==> src/rtl/core/md5_pkg.sv <==
`timescale 1ns / 1ps
// Shared types, constants and index helpers for the MD5 digest engine.
// No dependencies; used by md5_round and md5_message_digest.
package md5_pkg;

    typedef struct packed {
        logic [31:0] a;
        logic [31:0] b;
        logic [31:0] c;
        logic [31:0] d;
    } t_abcd;

    localparam logic [31:0] IV_A = 32'h67452301;
    localparam logic [31:0] IV_B = 32'hefcdab89;
    localparam logic [31:0] IV_C = 32'h98badcfe;
    localparam logic [31:0] IV_D = 32'h10325476;

    localparam logic [31:0] PAD_WORD   = 32'h0000_0080;
    localparam logic [3:0]  LEN_LO_POS = 4'd14;
    localparam logic [3:0]  LAST_POS   = 4'd15;
    localparam logic [5:0]  LAST_ROUND = 6'd63;
    localparam logic [1:0]  LAST_IDX   = 2'd3;
    localparam logic [2:0]  FULL_BYTES = 3'd4;

    localparam logic [1:0] PH_F = 2'd0;
    localparam logic [1:0] PH_G = 2'd1;
    localparam logic [1:0] PH_H = 2'd2;
    localparam logic [1:0] PH_I = 2'd3;

    localparam logic [31:0] K_TAB [64] = '{
        32'hd76aa478, 32'he8c7b756, 32'h242070db, 32'hc1bdceee,
        32'hf57c0faf, 32'h4787c62a, 32'ha8304613, 32'hfd469501,
        32'h698098d8, 32'h8b44f7af, 32'hffff5bb1, 32'h895cd7be,
        32'h6b901122, 32'hfd987193, 32'ha679438e, 32'h49b40821,
        32'hf61e2562, 32'hc040b340, 32'h265e5a51, 32'he9b6c7aa,
        32'hd62f105d, 32'h02441453, 32'hd8a1e681, 32'he7d3fbc8,
        32'h21e1cde6, 32'hc33707d6, 32'hf4d50d87, 32'h455a14ed,
        32'ha9e3e905, 32'hfcefa3f8, 32'h676f02d9, 32'h8d2a4c8a,
        32'hfffa3942, 32'h8771f681, 32'h6d9d6122, 32'hfde5380c,
        32'ha4beea44, 32'h4bdecfa9, 32'hf6bb4b60, 32'hbebfbc70,
        32'h289b7ec6, 32'heaa127fa, 32'hd4ef3085, 32'h04881d05,
        32'hd9d4d039, 32'he6db99e5, 32'h1fa27cf8, 32'hc4ac5665,
        32'hf4292244, 32'h432aff97, 32'hab9423a7, 32'hfc93a039,
        32'h655b59c3, 32'h8f0ccc92, 32'hffeff47d, 32'h85845dd1,
        32'h6fa87e4f, 32'hfe2ce6e0, 32'ha3014314, 32'h4e0811a1,
        32'hf7537e82, 32'hbd3af235, 32'h2ad7d2bb, 32'heb86d391
    };

    localparam logic [4:0] S_TAB [16] = '{
        5'd7, 5'd12, 5'd17, 5'd22, 5'd5, 5'd9, 5'd14, 5'd20,
        5'd4, 5'd11, 5'd16, 5'd23, 5'd6, 5'd10, 5'd15, 5'd21
    };

    // Message word used by a round, modulo 16.
    function automatic logic [3:0] msg_idx(input logic [5:0] rnd);
        logic [3:0] r4;
        logic [3:0] idx;
        r4 = rnd[3:0];
        unique case (rnd[5:4])
            PH_F:    idx = r4;
            PH_G:    idx = (r4 << 2) + r4 + 4'd1;
            PH_H:    idx = (r4 << 1) + r4 + 4'd5;
            PH_I:    idx = (r4 << 3) - r4;
            default: idx = r4;
        endcase
        return idx;
    endfunction

endpackage

==> src/rtl/core/md5_round.sv <==
`timescale 1ns / 1ps
// One MD5 round step: logic function, four-way add, rotate and final add.
// Depends on md5_pkg for the constant tables and the t_abcd type.
module md5_round import md5_pkg::*; (
    input  t_abcd       i_cur,
    input  logic [31:0] i_msg,
    input  logic [5:0]  i_rnd,
    output t_abcd       o_nxt
);

    logic [31:0] f;
    logic [31:0] t;
    logic [4:0]  amt;
    logic [63:0] dbl;

    always_comb begin
        unique case (i_rnd[5:4])
            PH_F:    f = (i_cur.b & i_cur.c) | (~i_cur.b & i_cur.d);
            PH_G:    f = (i_cur.d & i_cur.b) | (~i_cur.d & i_cur.c);
            PH_H:    f = i_cur.b ^ i_cur.c ^ i_cur.d;
            PH_I:    f = i_cur.c ^ (i_cur.b | ~i_cur.d);
            default: f = '0;
        endcase
    end

    assign t   = f + i_cur.a + K_TAB[i_rnd] + i_msg;
    assign amt = S_TAB[{i_rnd[5:4], i_rnd[1:0]}];
    // rotate left: shift a doubled copy and keep the upper half
    assign dbl = {t, t} << amt;

    assign o_nxt.a = i_cur.d;
    assign o_nxt.d = i_cur.c;
    assign o_nxt.c = i_cur.b;
    assign o_nxt.b = i_cur.b + dbl[63:32];

endmodule

==> src/rtl/core/md5_message_digest.sv <==
`timescale 1ns / 1ps
// MD5 digest engine top level: word gathering, padding sequencer, round loop.
// Depends on md5_pkg and md5_round.
//
// Usage:
//   Input stream (s_axis_*): one message word per beat, byte 0 in bits 7:0.
//   tuser carries the valid byte count (0..4, larger values taken as 4) and
//   tlast marks the final word; only the final word may be partial.
//   Output stream (m_axis_*): four beats per message, digest words A, B, C, D;
//   tuser gives the word index and tlast flags word D.
// Flow:
//   A word that does not complete a 16-word block is stored and the engine
//   waits for the next one. The sixteenth word starts the compression: 64
//   rounds through the single shared round unit, then a fold into the
//   chaining value; no word is accepted until the block is done. On the last
//   word the padding sequencer writes one pad or length word per cycle, runs
//   one or two compressions, then offers the digest.
//   s_axis_tready is high only while the engine waits for a word.
// Reset:
//   i_rst_n (synchronous, active low) returns the chaining value to the MD5
//   initial values and clears the length, word count and sequencer.
// Stall:
//   The digest is held on m_axis_tdata until each beat is taken; no new
//   message word is accepted until word D has gone.
module md5_message_digest import md5_pkg::*; (
    input  logic        i_clk,
    input  logic        i_rst_n,
    input  logic        s_axis_tvalid,
    output logic        s_axis_tready,
    input  logic [31:0] s_axis_tdata,   // [31:0] data_word
    input  logic [2:0]  s_axis_tuser,   // [2:0] byte_count
    input  logic        s_axis_tlast,   // last_word
    output logic        m_axis_tvalid,
    input  logic        m_axis_tready,
    output logic [31:0] m_axis_tdata,   // [31:0] digest_word
    output logic [1:0]  m_axis_tuser,   // [1:0] word_index
    output logic        m_axis_tlast    // digest_last
);

    typedef enum logic [2:0] {
        ST_IDLE,
        ST_PAD,
        ST_RUN,
        ST_ADD,
        ST_OUT
    } t_state;

    t_state      r_state;
    logic [31:0] r_buf [16];
    logic [3:0]  r_wcnt;
    logic [63:0] r_len;
    logic [31:0] r_cv [4];
    t_abcd       r_ab;
    logic [5:0]  r_rnd;
    logic [1:0]  r_oidx;
    logic        r_padding;   // message ended, padding in progress
    logic        r_pad_pend;  // pad byte still owed as a word of its own
    logic        r_lo_done;   // low length word written
    logic        r_fin;       // high length word written: last block queued

    logic        in_acc;
    logic        out_acc;
    logic [2:0]  cnt;
    logic [31:0] in_word;
    logic        n_push;
    logic [31:0] n_word;
    t_abcd       rnd_nxt;

    assign in_acc  = s_axis_tvalid && s_axis_tready;
    assign out_acc = m_axis_tvalid && m_axis_tready;

    assign s_axis_tready = (r_state == ST_IDLE);
    assign m_axis_tvalid = (r_state == ST_OUT);
    assign m_axis_tdata  = r_cv[r_oidx];
    assign m_axis_tuser  = r_oidx;
    assign m_axis_tlast  = (r_oidx == LAST_IDX);

    // saturate the byte count; on a last word keep the valid bytes, drop the rest
    // and place the pad byte straight after them
    assign cnt = (s_axis_tuser > FULL_BYTES) ? FULL_BYTES : s_axis_tuser;

    always_comb begin
        for (int i = 0; i < 4; i++) begin
            if (!s_axis_tlast || (3'(i) < cnt)) begin
                in_word[8*i +: 8] = s_axis_tdata[8*i +: 8];
            end else if (3'(i) == cnt) begin
                in_word[8*i +: 8] = PAD_WORD[7:0];
            end else begin
                in_word[8*i +: 8] = 8'h00;
            end
        end
    end

    // word written into the block buffer this cycle
    always_comb begin
        n_push = 1'b0;
        n_word = in_word;
        unique case (r_state)
            ST_IDLE: begin
                n_push = in_acc;
                n_word = in_word;
            end
            ST_PAD: begin
                n_push = 1'b1;
                priority if (r_pad_pend) begin
                    n_word = PAD_WORD;
                end else if (r_wcnt == LEN_LO_POS) begin
                    n_word = r_len[31:0];
                end else if (r_lo_done) begin
                    n_word = r_len[63:32];
                end else begin
                    n_word = '0;
                end
            end
            default: begin
                n_push = 1'b0;
                n_word = in_word;
            end
        endcase
    end

    always_ff @(posedge i_clk) begin
        if (n_push) begin
            r_buf[r_wcnt] <= n_word;
        end
    end

    md5_round u_round (
        .i_cur (r_ab),
        .i_msg (r_buf[msg_idx(r_rnd)]),
        .i_rnd (r_rnd),
        .o_nxt (rnd_nxt)
    );

    always_ff @(posedge i_clk) begin
        if (!i_rst_n) begin
            r_state    <= ST_IDLE;
            r_wcnt     <= '0;
            r_len      <= '0;
            r_cv[0]    <= IV_A;
            r_cv[1]    <= IV_B;
            r_cv[2]    <= IV_C;
            r_cv[3]    <= IV_D;
            r_ab       <= '0;
            r_rnd      <= '0;
            r_oidx     <= '0;
            r_padding  <= 1'b0;
            r_pad_pend <= 1'b0;
            r_lo_done  <= 1'b0;
            r_fin      <= 1'b0;
        end else begin
            if (n_push) begin
                r_wcnt <= r_wcnt + 4'd1;
            end
            unique case (r_state)
                ST_IDLE: begin
                    if (in_acc) begin
                        r_len <= r_len + (s_axis_tlast ? 64'({cnt, 3'b000}) : 64'd32);
                        if (s_axis_tlast) begin
                            r_padding  <= 1'b1;
                            r_pad_pend <= (cnt == FULL_BYTES);
                        end
                        if (r_wcnt == LAST_POS) begin
                            r_ab    <= '{a: r_cv[0], b: r_cv[1], c: r_cv[2], d: r_cv[3]};
                            r_rnd   <= '0;
                            r_state <= ST_RUN;
                        end else if (s_axis_tlast) begin
                            r_state <= ST_PAD;
                        end
                    end
                end
                ST_PAD: begin
                    r_pad_pend <= 1'b0;
                    if (!r_pad_pend && r_wcnt == LEN_LO_POS) begin
                        r_lo_done <= 1'b1;
                    end else if (!r_pad_pend && r_lo_done) begin
                        r_fin <= 1'b1;
                    end
                    if (r_wcnt == LAST_POS) begin
                        r_ab    <= '{a: r_cv[0], b: r_cv[1], c: r_cv[2], d: r_cv[3]};
                        r_rnd   <= '0;
                        r_state <= ST_RUN;
                    end
                end
                ST_RUN: begin
                    r_ab <= rnd_nxt;
                    if (r_rnd == LAST_ROUND) begin
                        r_rnd   <= '0;
                        r_state <= ST_ADD;
                    end else begin
                        r_rnd <= r_rnd + 6'd1;
                    end
                end
                ST_ADD: begin
                    r_cv[0] <= r_cv[0] + r_ab.a;
                    r_cv[1] <= r_cv[1] + r_ab.b;
                    r_cv[2] <= r_cv[2] + r_ab.c;
                    r_cv[3] <= r_cv[3] + r_ab.d;
                    priority if (r_fin) begin
                        r_oidx  <= '0;
                        r_state <= ST_OUT;
                    end else if (r_padding) begin
                        r_state <= ST_PAD;
                    end else begin
                        r_state <= ST_IDLE;
                    end
                end
                ST_OUT: begin
                    if (out_acc) begin
                        r_oidx <= r_oidx + 2'd1;
                        if (r_oidx == LAST_IDX) begin
                            // message done: back to the initial chaining value
                            r_cv[0]   <= IV_A;
                            r_cv[1]   <= IV_B;
                            r_cv[2]   <= IV_C;
                            r_cv[3]   <= IV_D;
                            r_len     <= '0;
                            r_padding <= 1'b0;
                            r_lo_done <= 1'b0;
                            r_fin     <= 1'b0;
                            r_state   <= ST_IDLE;
                        end
                    end
                end
                default: r_state <= ST_IDLE;
            endcase
        end
    end

    a_no_overlap: assert property (@(posedge i_clk) disable iff (!i_rst_n)
        !(s_axis_tready && m_axis_tvalid))
        else $error("input ready while digest offered");

    a_last_blocks: assert property (@(posedge i_clk) disable iff (!i_rst_n)
        (in_acc && s_axis_tlast) |=> !s_axis_tready)
        else $error("word accepted straight after a last word");

    a_digest_run: assert property (@(posedge i_clk) disable iff (!i_rst_n)
        (out_acc && !m_axis_tlast) |=> m_axis_tvalid)
        else $error("digest stream broken before word D");

    a_rnd_idle: assert property (@(posedge i_clk) disable iff (!i_rst_n)
        (r_rnd != 6'd0) |-> (r_state == ST_RUN))
        else $error("round counter live outside the round loop");

endmodule

==> config.mk <==
export PLATFORM = sky130hd
export DESIGN_NAME = md5_message_digest
export DESIGN_NICKNAME = d
export VERILOG_FILES = /design/src/rtl/core/md5_pkg.sv /design/src/rtl/core/md5_round.sv /design/src/rtl/core/md5_message_digest.sv
export SDC_FILE = /design/constraint.sdc
export NUM_CORES = 2
export LEC_CHECK = 0
export BUFFER_PORTS_ARGS = -buffer_cell sky130_fd_sc_hd__buf_2
export CAP_MARGIN = 20
export CORE_ASPECT_RATIO = 1.1
export CORE_MARGIN = 10
export CORE_UTILIZATION = 32
export CTS_CLUSTER_DIAMETER = 150
export CTS_CLUSTER_SIZE = 8
export DETAILED_ROUTE_END_ITERATION = 8
export GPL_ROUTABILITY_DRIVEN = 0
export PLACE_DENSITY = 0.48
export SYNTH_ARGS = -nofsm -noshare
export SYNTH_HDL_FRONTEND = slang
export SYNTH_SLANG_ARGS = --single-unit
==> constraint.sdc <==
create_clock -name i_clk -period 23.3 [get_ports i_clk]
set_input_delay 1.165 -clock i_clk [delete_from_list [all_inputs] [get_ports i_clk]]
set_output_delay 1.165 -clock i_clk [all_outputs]
set_load 0.005 [all_outputs]
* After elaboration in Yosys (flattened, before gate mapping)
Memory sizes are Yosys's and may differ from the RTL's. A register that Yosys moved wholly into a read port is not among the register bits.
Index checks and enable logic that the tools add are counted.
** Operators by class
- Add/sub/neg operators :: 17
- Multiply operators :: 0
- Div/mod/pow operators :: 0
- Magnitude comparators :: 7
- Eq/ne operators :: 26
- Shifts and indexed selects :: 1
- Mux-type cells :: 79
- Bitwise logic cells :: 22
- Reduce and logical (&&, ||, !) cells :: 26
** Operators by type and width (number)
- two-way mux 32 bit :: 14
- case mux 128 bit (3 select lines) :: 1
- adder 32 bit :: 8
- two-way mux 128 bit :: 2
- two-way mux 64 bit :: 3
- AND 32 bit :: 4
- case mux 32 bit (4 select lines) :: 1
- case mux 64 bit (2 select lines) :: 1
- bitwise OR 32 bit :: 3
- bitwise XOR 32 bit :: 3
- adder 64 x 6 -> 64 bit :: 1
- two-way mux 8 bit :: 8
- NOT 32 bit :: 2
- << shifter 64 x 5 -> 64 bit :: 1
- two-way mux 3 bit :: 9
- two-way mux 6 bit :: 4
- two-way mux 1 bit :: 21
- case mux 6 bit (3 select lines) :: 1
- case mux 4 bit (4 select lines) :: 1
- case mux 3 bit (5 select lines) :: 1
- != test 2 bit (second input constant) :: 6
- two-way mux 5 bit :: 2
- case mux 1 bit (2 select lines) :: 5
- AND reduction 5 bit :: 2
- other kinds (38) :: 74
** Storage, ports and cells
- Register bits after elaboration :: 211
- Bits in latches :: 0
- Memory bits (writable) :: 640
- ROM bits :: 2128
- Input port bits :: 40
- Logic and storage cells :: 195
- Memories kept :: 4
** Memories
- (no name shown) :: words 64, bits a word 32, rd ports 1, clocked after Yosys merged registers in 0, write ports 0, RTL line md5_round.sv:26 : assign t = f + i_cur.a + K_TAB[i_rnd] + i_msg;
- r_buf :: words 16, bits a word 32, rd ports 1, clocked after Yosys merged registers in 0, write ports 1, RTL line md5_message_digest.sv:49 : logic [31:0] r_buf [16];
- r_cv :: words 4, bits a word 32, rd ports 5, clocked after Yosys merged registers in 1, write ports 4, RTL line md5_message_digest.sv:52 : logic [31:0] r_cv [4];
- (no name shown) :: words 16, bits a word 5, rd ports 1, clocked after Yosys merged registers in 0, write ports 0, RTL line md5_round.sv:27 : assign amt = S_TAB[{i_rnd[5:4], i_rnd[1:0]}];

* Logic depth before layout (Yosys ltp)
- Depth after elaboration :: 10
- Gate-level depth with buffers :: 45

* Cells and area by module
A second synthesis with hierarchy kept.
** Unflattened totals
- Cell total of the unflattened synthesis :: 5258
- Area total of the unflattened synthesis :: 54289.6 um^2
** Modules (own cells, without submodules)
- md5_message_digest :: instances 1, cells an instance 3288, area an instance 41338.4 um^2, seq. area each 22781.8 um^2
- md5_round :: instances 1, cells an instance 1970, area an instance 12951.2 um^2, seq. area each 0.0 um^2

* Worst setup path before layout
OpenSTA, ideal clock, no wires.
- Path type :: register -> register
- Start :: register r_rnd[2]
- End :: register r_ab[88] in the netlist's numbering
- Arrival time :: 10.189 ns
- Data required time :: 23.226 ns
- Slack :: 13.036 ns
- Stages on the path, launching flop included :: 45
- Path buffers :: 6
- Cells stage by stage :: dfxtp_1 clkbuf_1 clkbuf_1 clkinv_1 clkbuf_1 clkbuf_1 ha_1 fa_1 xnor2_1 xnor2_1 o22ai_1 nor3_1 buf_2 clkbuf_1 mux2i_1 nand2_1 o21ai_0 fa_1 [... 9 more ...] o22a_1 xnor3_1 mux4_2 nand2b_4 and2_4 a222oi_1 ha_1 a21o_1 a21o_1 a21oi_1 o31ai_1 a221o_1 a211oi_1 o21ai_0 a31oi_1 xnor2_1 nand2_1 a31oi_1
** Between the ends
- Longest elaborated chain between the ends :: 9
- Elaborated cells between the ends (all ways) :: 16
** Ends and longest elaborated chain
- from (decl) :: RTL line md5_message_digest.sv:54 : logic [5:0] r_rnd;
- from (signal assigned) :: RTL line md5_message_digest.sv:191 : r_rnd <= r_rnd + 6'd1;
- NOT 6 -> 7 bit (implied by the code) :: RTL line md5_round.sv:26
- memory read (64 x 32 bit)
- two-way mux 32 bit (implied by the code) (2 in a row) :: RTL line md5_round.sv:26
- adder 32 bit :: RTL line md5_round.sv:26
- adder 32 bit (*) :: RTL line md5_round.sv:26
- << shifter 64 x 5 -> 64 bit (*) :: RTL line md5_round.sv:29 : assign dbl = {t, t} << amt;
- adder 32 bit (*) :: RTL line md5_round.sv:34 : assign o_nxt.b = i_cur.b + dbl[63:32];
- case mux 128 bit (3 select lines) (*) :: RTL line md5_message_digest.sv:155 : unique case (r_state)
- to (signal assigned) :: RTL line md5_message_digest.sv:164 : r_ab <= '{a: r_cv[0], b: r_cv[1], c: r_cv[2], d: r_cv[3]};
- to (signal assigned) :: RTL line md5_message_digest.sv:180 : r_ab <= '{a: r_cv[0], b: r_cv[1], c: r_cv[2], d: r_cv[3]};
- to (signal assigned) :: RTL line md5_message_digest.sv:186 : r_ab <= rnd_nxt;
- to (decl) :: RTL line md5_message_digest.sv:53 : t_abcd r_ab;
Every way passes the cells marked *; elsewhere a longest branch is shown, timed or not. The select of a mux whose other input is x is not followed.
A chain may end at the register's enable or synchronous reset.

* Worst setup path after layout
- Start :: register r_rnd[1]
- End :: register r_ab[88] in the netlist's numbering
** Between the ends
- Longest elaborated chain between the ends :: 9
- Elaborated cells between the ends (all ways) :: 20
** Ends and longest elaborated chain (RTL line)
- NOT 6 -> 7 bit (implied by the code) :: md5_round.sv:26
- memory read (64 x 32 bit)
- two-way mux 32 bit (implied by the code) (2 in a row) :: md5_round.sv:26
- adder 32 bit (2 in a row) :: md5_round.sv:26
- << shifter 64 x 5 -> 64 bit (*) :: md5_round.sv:29
- adder 32 bit (*) :: md5_round.sv:34
- case mux 128 bit (3 select lines) (*) :: md5_message_digest.sv:155
Marks and branches as above.

==> impl_metrics.yaml <==
worst_hold_path:
  timing.hold.worst.class: "flip-flop to flip-flop"
yosys:
  synth.cell_area_um2: 51900
  yosys-top-cells-area: "edfxtp_1, dfxtp_1, mux4_2"
  library_cell_with_the_highest_instance_count_after_synthesis: "edfxtp_1"
  synth.avg_cell_area_um2: 10.4
  postSynthRegisterBits: 850
  synthDominantCellAreaShare_pct: 33.3
  synth_async_sr_flop_share_pct: 0
  yosysUniqueCellTypes: 98
  ys.warnings.count: 0
  post_synth_most_frequent_cells: "edfxtp_1, nor2_1, a21oi_1"
  synth_cells: 4980
  syn_nets: 5310
  synth_flop_cell: "edfxtp_1"
  synth-edff-count: 576
  post-synth-top-area-cell: "edfxtp_1"
  yosysSeqAreaShare_pct: 43.9
clocking:
  path_clk_slew_ps: 60
  clockBufferDepth: 3
  cts_inserted_buffers: 117
  cts_hold_buf: 0
  worstSkewPairLatency_ps: 780
  clock-sinks: 850
  ctsHtreeMaxLevel: 3
  tritoncts: "done"
  postCtsSetupBuffers: 0
  clock-root-buffer: "clkbuf_16"
  cts_resized: 0
timing:
  timing.fmax_mhz: 83.8
  slew_viol_final: 0
  timing.hold.ws_ps: 470
  max_slew_margin_pct: 23.5
  unrepaired_setup_endpoints_after_global_routing: "false"
  timing.final.crit_share_pct: 51.2
  fin_setup_tns_ps: 0
  setup-violations-final: 0
  timing.clock.skew_ps: 60.5
  final_period_minus_worst_setup_slack_ps: 11940
  setup_slack_ps: 11360
  report.final.hold_viol_count: 0
  worst-slew-pin-transition_ps: 1140
global_route:
  grt_pass1_vias: 39677
  track_usage_pct: 19.8
  global_route_wire_length_before_repair_um: 269000
  initial_antenna_violation_count: 3
  gr-total-overflow: 0
  grt_start_max_net_pins: 82
routing:
  dr.pass1.iters: 9
  via_count: 40950
  drc: 0
  post_dr_wirelength_cell_um: 25.6
  detail_route.wirelength_um: 183000
  ant_nets: 0
  vias_per_cell: 5.74
  violation_count_after_the_first_detailed_routing_iteration: 4282
finish:
  n_antenna_cell: 0
  stdcell_area_um2: 58000
  fin_util_pct: 36.1
  layout-area-overhead-vs-synth_pct: 11.7
  final-instance-count-excl-fill: 7140
  nets_finish: 5310
  layout-drive-gt1-share_pct: 12.5
critical_path:
  timing.critical_path.slowest_stage_cell: "buf_4"
  critical_path.max_fanout: 62
  cp_data_arrival_time_ps: 12610
  worst_setup_path_end_kind: "flip-flop"
  required_ps: 23970
  start_kind: "flip-flop"
  crit_path_max_incr_delay_ps: 820
  worst-setup-path-type: "flip-flop to flip-flop"
  reg2reg_setup_slack_ps: 11360
die:
  placeableCoreArea_um2: 161000
  start_util_pct: 32.3
  height_of_the_chip_um: 442
  total_die_area_um2: 179000
  io_pins: 77
  die_width_um: 404
  rows: 154
placed_design:
  detailed_place_hpwl_um: 128000
  detailed_place.area_um2: 54700
  port_buffers: 76
  pre_cts_setup_slack_ps: 11450
  placed_cells: 6964
job:
  maxCapViolations: 0
power:
  comb_power_share_pct: 35.2
  leakage_nw: 21.6
  power.switching_mw: 1.85
  p_int_mw: 3.27
  seq_power_share_pct: 33.9
  power.density_cell_area_nw_per_um2: 88.4
  total_power_mw: 5.13
  vdd_drop_max_v: 0.0000578
  p_sw_share_pct: 36.1
  power.share.clock_pct: 30.9
status:
  run_status: "complete, no violations"
[logic make-up after synthesis]
logic type | Yosys count | share of synthesized area, %
xor+xnor | 224 | 3.91
buf+inv | 520 | 3.87
flops | 850 | 43.9
fa+ha+maj | 291 | 8.01
compound gates | 1420 | 17.7
mux | 325 | 10.5
simple gates | 1350 | 12.1
[cell type report]
class,count,area [µm²]
fill,16003,103000
multi-input combinational,3610,27300
sequential,850,22800
clock buffer,164,3100
tap,2106,2640
timing repair buffer,173,1120
inverter,228,863
clock inverter,9,193
[critical path: cells and delay by family, from the launching register on]
family,cells,cell delay [ps]
AOI/OAI and AO/OA,18,5230
adders and majority gates,5,2110
buffers and inverters,5,1720
muxes,3,1170
and+or+nand+nor,5,750
xor gates and xnor gates,2,410
DFF,1,300
[sequential cells by signal (all words and copies together) (netlist names), named ones only]
name,flops
m_axis_tuser,2
r_cv,128
r_lo_done,1
r_fin,1
r_wcnt,4
r_buf,512
r_state,3
r_len,61
r_rnd,6
r_padding,1
r_pad_pend,1
r_ab,128
[metal layers]
| metal | vias to the layer above | wire, µm | track usage, % |
|---|---|---|---|
| li1 | 18727 | - | - |
| met1 | 20444 | 79100 | 26.7 |
| met2 | 1466 | 86700 | 32.4 |
| met3 | 311 | 10500 | 2.40 |
| met4 | 2 | 6390 | 7.13 |
| met5 | - | 13 | 0 |
[power by group through the flow]
stage	Combinational (mW)	Clock (mW)	Sequential, mW
3_5_place_dp	1.78	0	1.77
5_1_grt	1.97	1.69	1.74
4_1_cts	1.79	1.62	1.74
6_report	1.80	1.58	1.74
3_3_place_gp	1.78	0	1.76
2_1_floorplan	1.23	0	1.74
[layout by cell type, fill, tap and decap left out, types with 38 or more instances in the layout]
master     Yosys  routed
edfxtp_1     576     576
nor2_1       439     437
a21oi_1      389     388
nand2_1      371     368
o21ai_0      361     333
dfxtp_1      274     268
inv_1        222     221
ha_1         221     221
mux4_2       169     169
a21o_1       126     126
nand3_1      123     123
clkbuf_16      0     117
xnor2_1      111     110
mux2i_1      110     110
xor2_1       107     106
nor2b_1      104     104
buf_4          1      95
a31oi_1       88      88
buf_2         13      76
a222oi_1      72      72
fa_1          69      69
and3_1        66      66
nor3_1        58      57
a211oi_1      55      55
clkbuf_1     218      47
mux2_2        44      44
o221ai_1      42      42
nand2b_1      38      38
[path summary, 6_finish.rpt]
check / start / end / depth (start not counted)
setup reg to reg: r_rnd[1] / r_ab[88] / 38
hold / removal: r_padding / r_padding / 2
setup / recovery: r_rnd[1] / r_ab[88] / 38
hold reg to reg: r_padding / r_padding / 2
No activity file was read; power rests on OpenSTA's default activity.
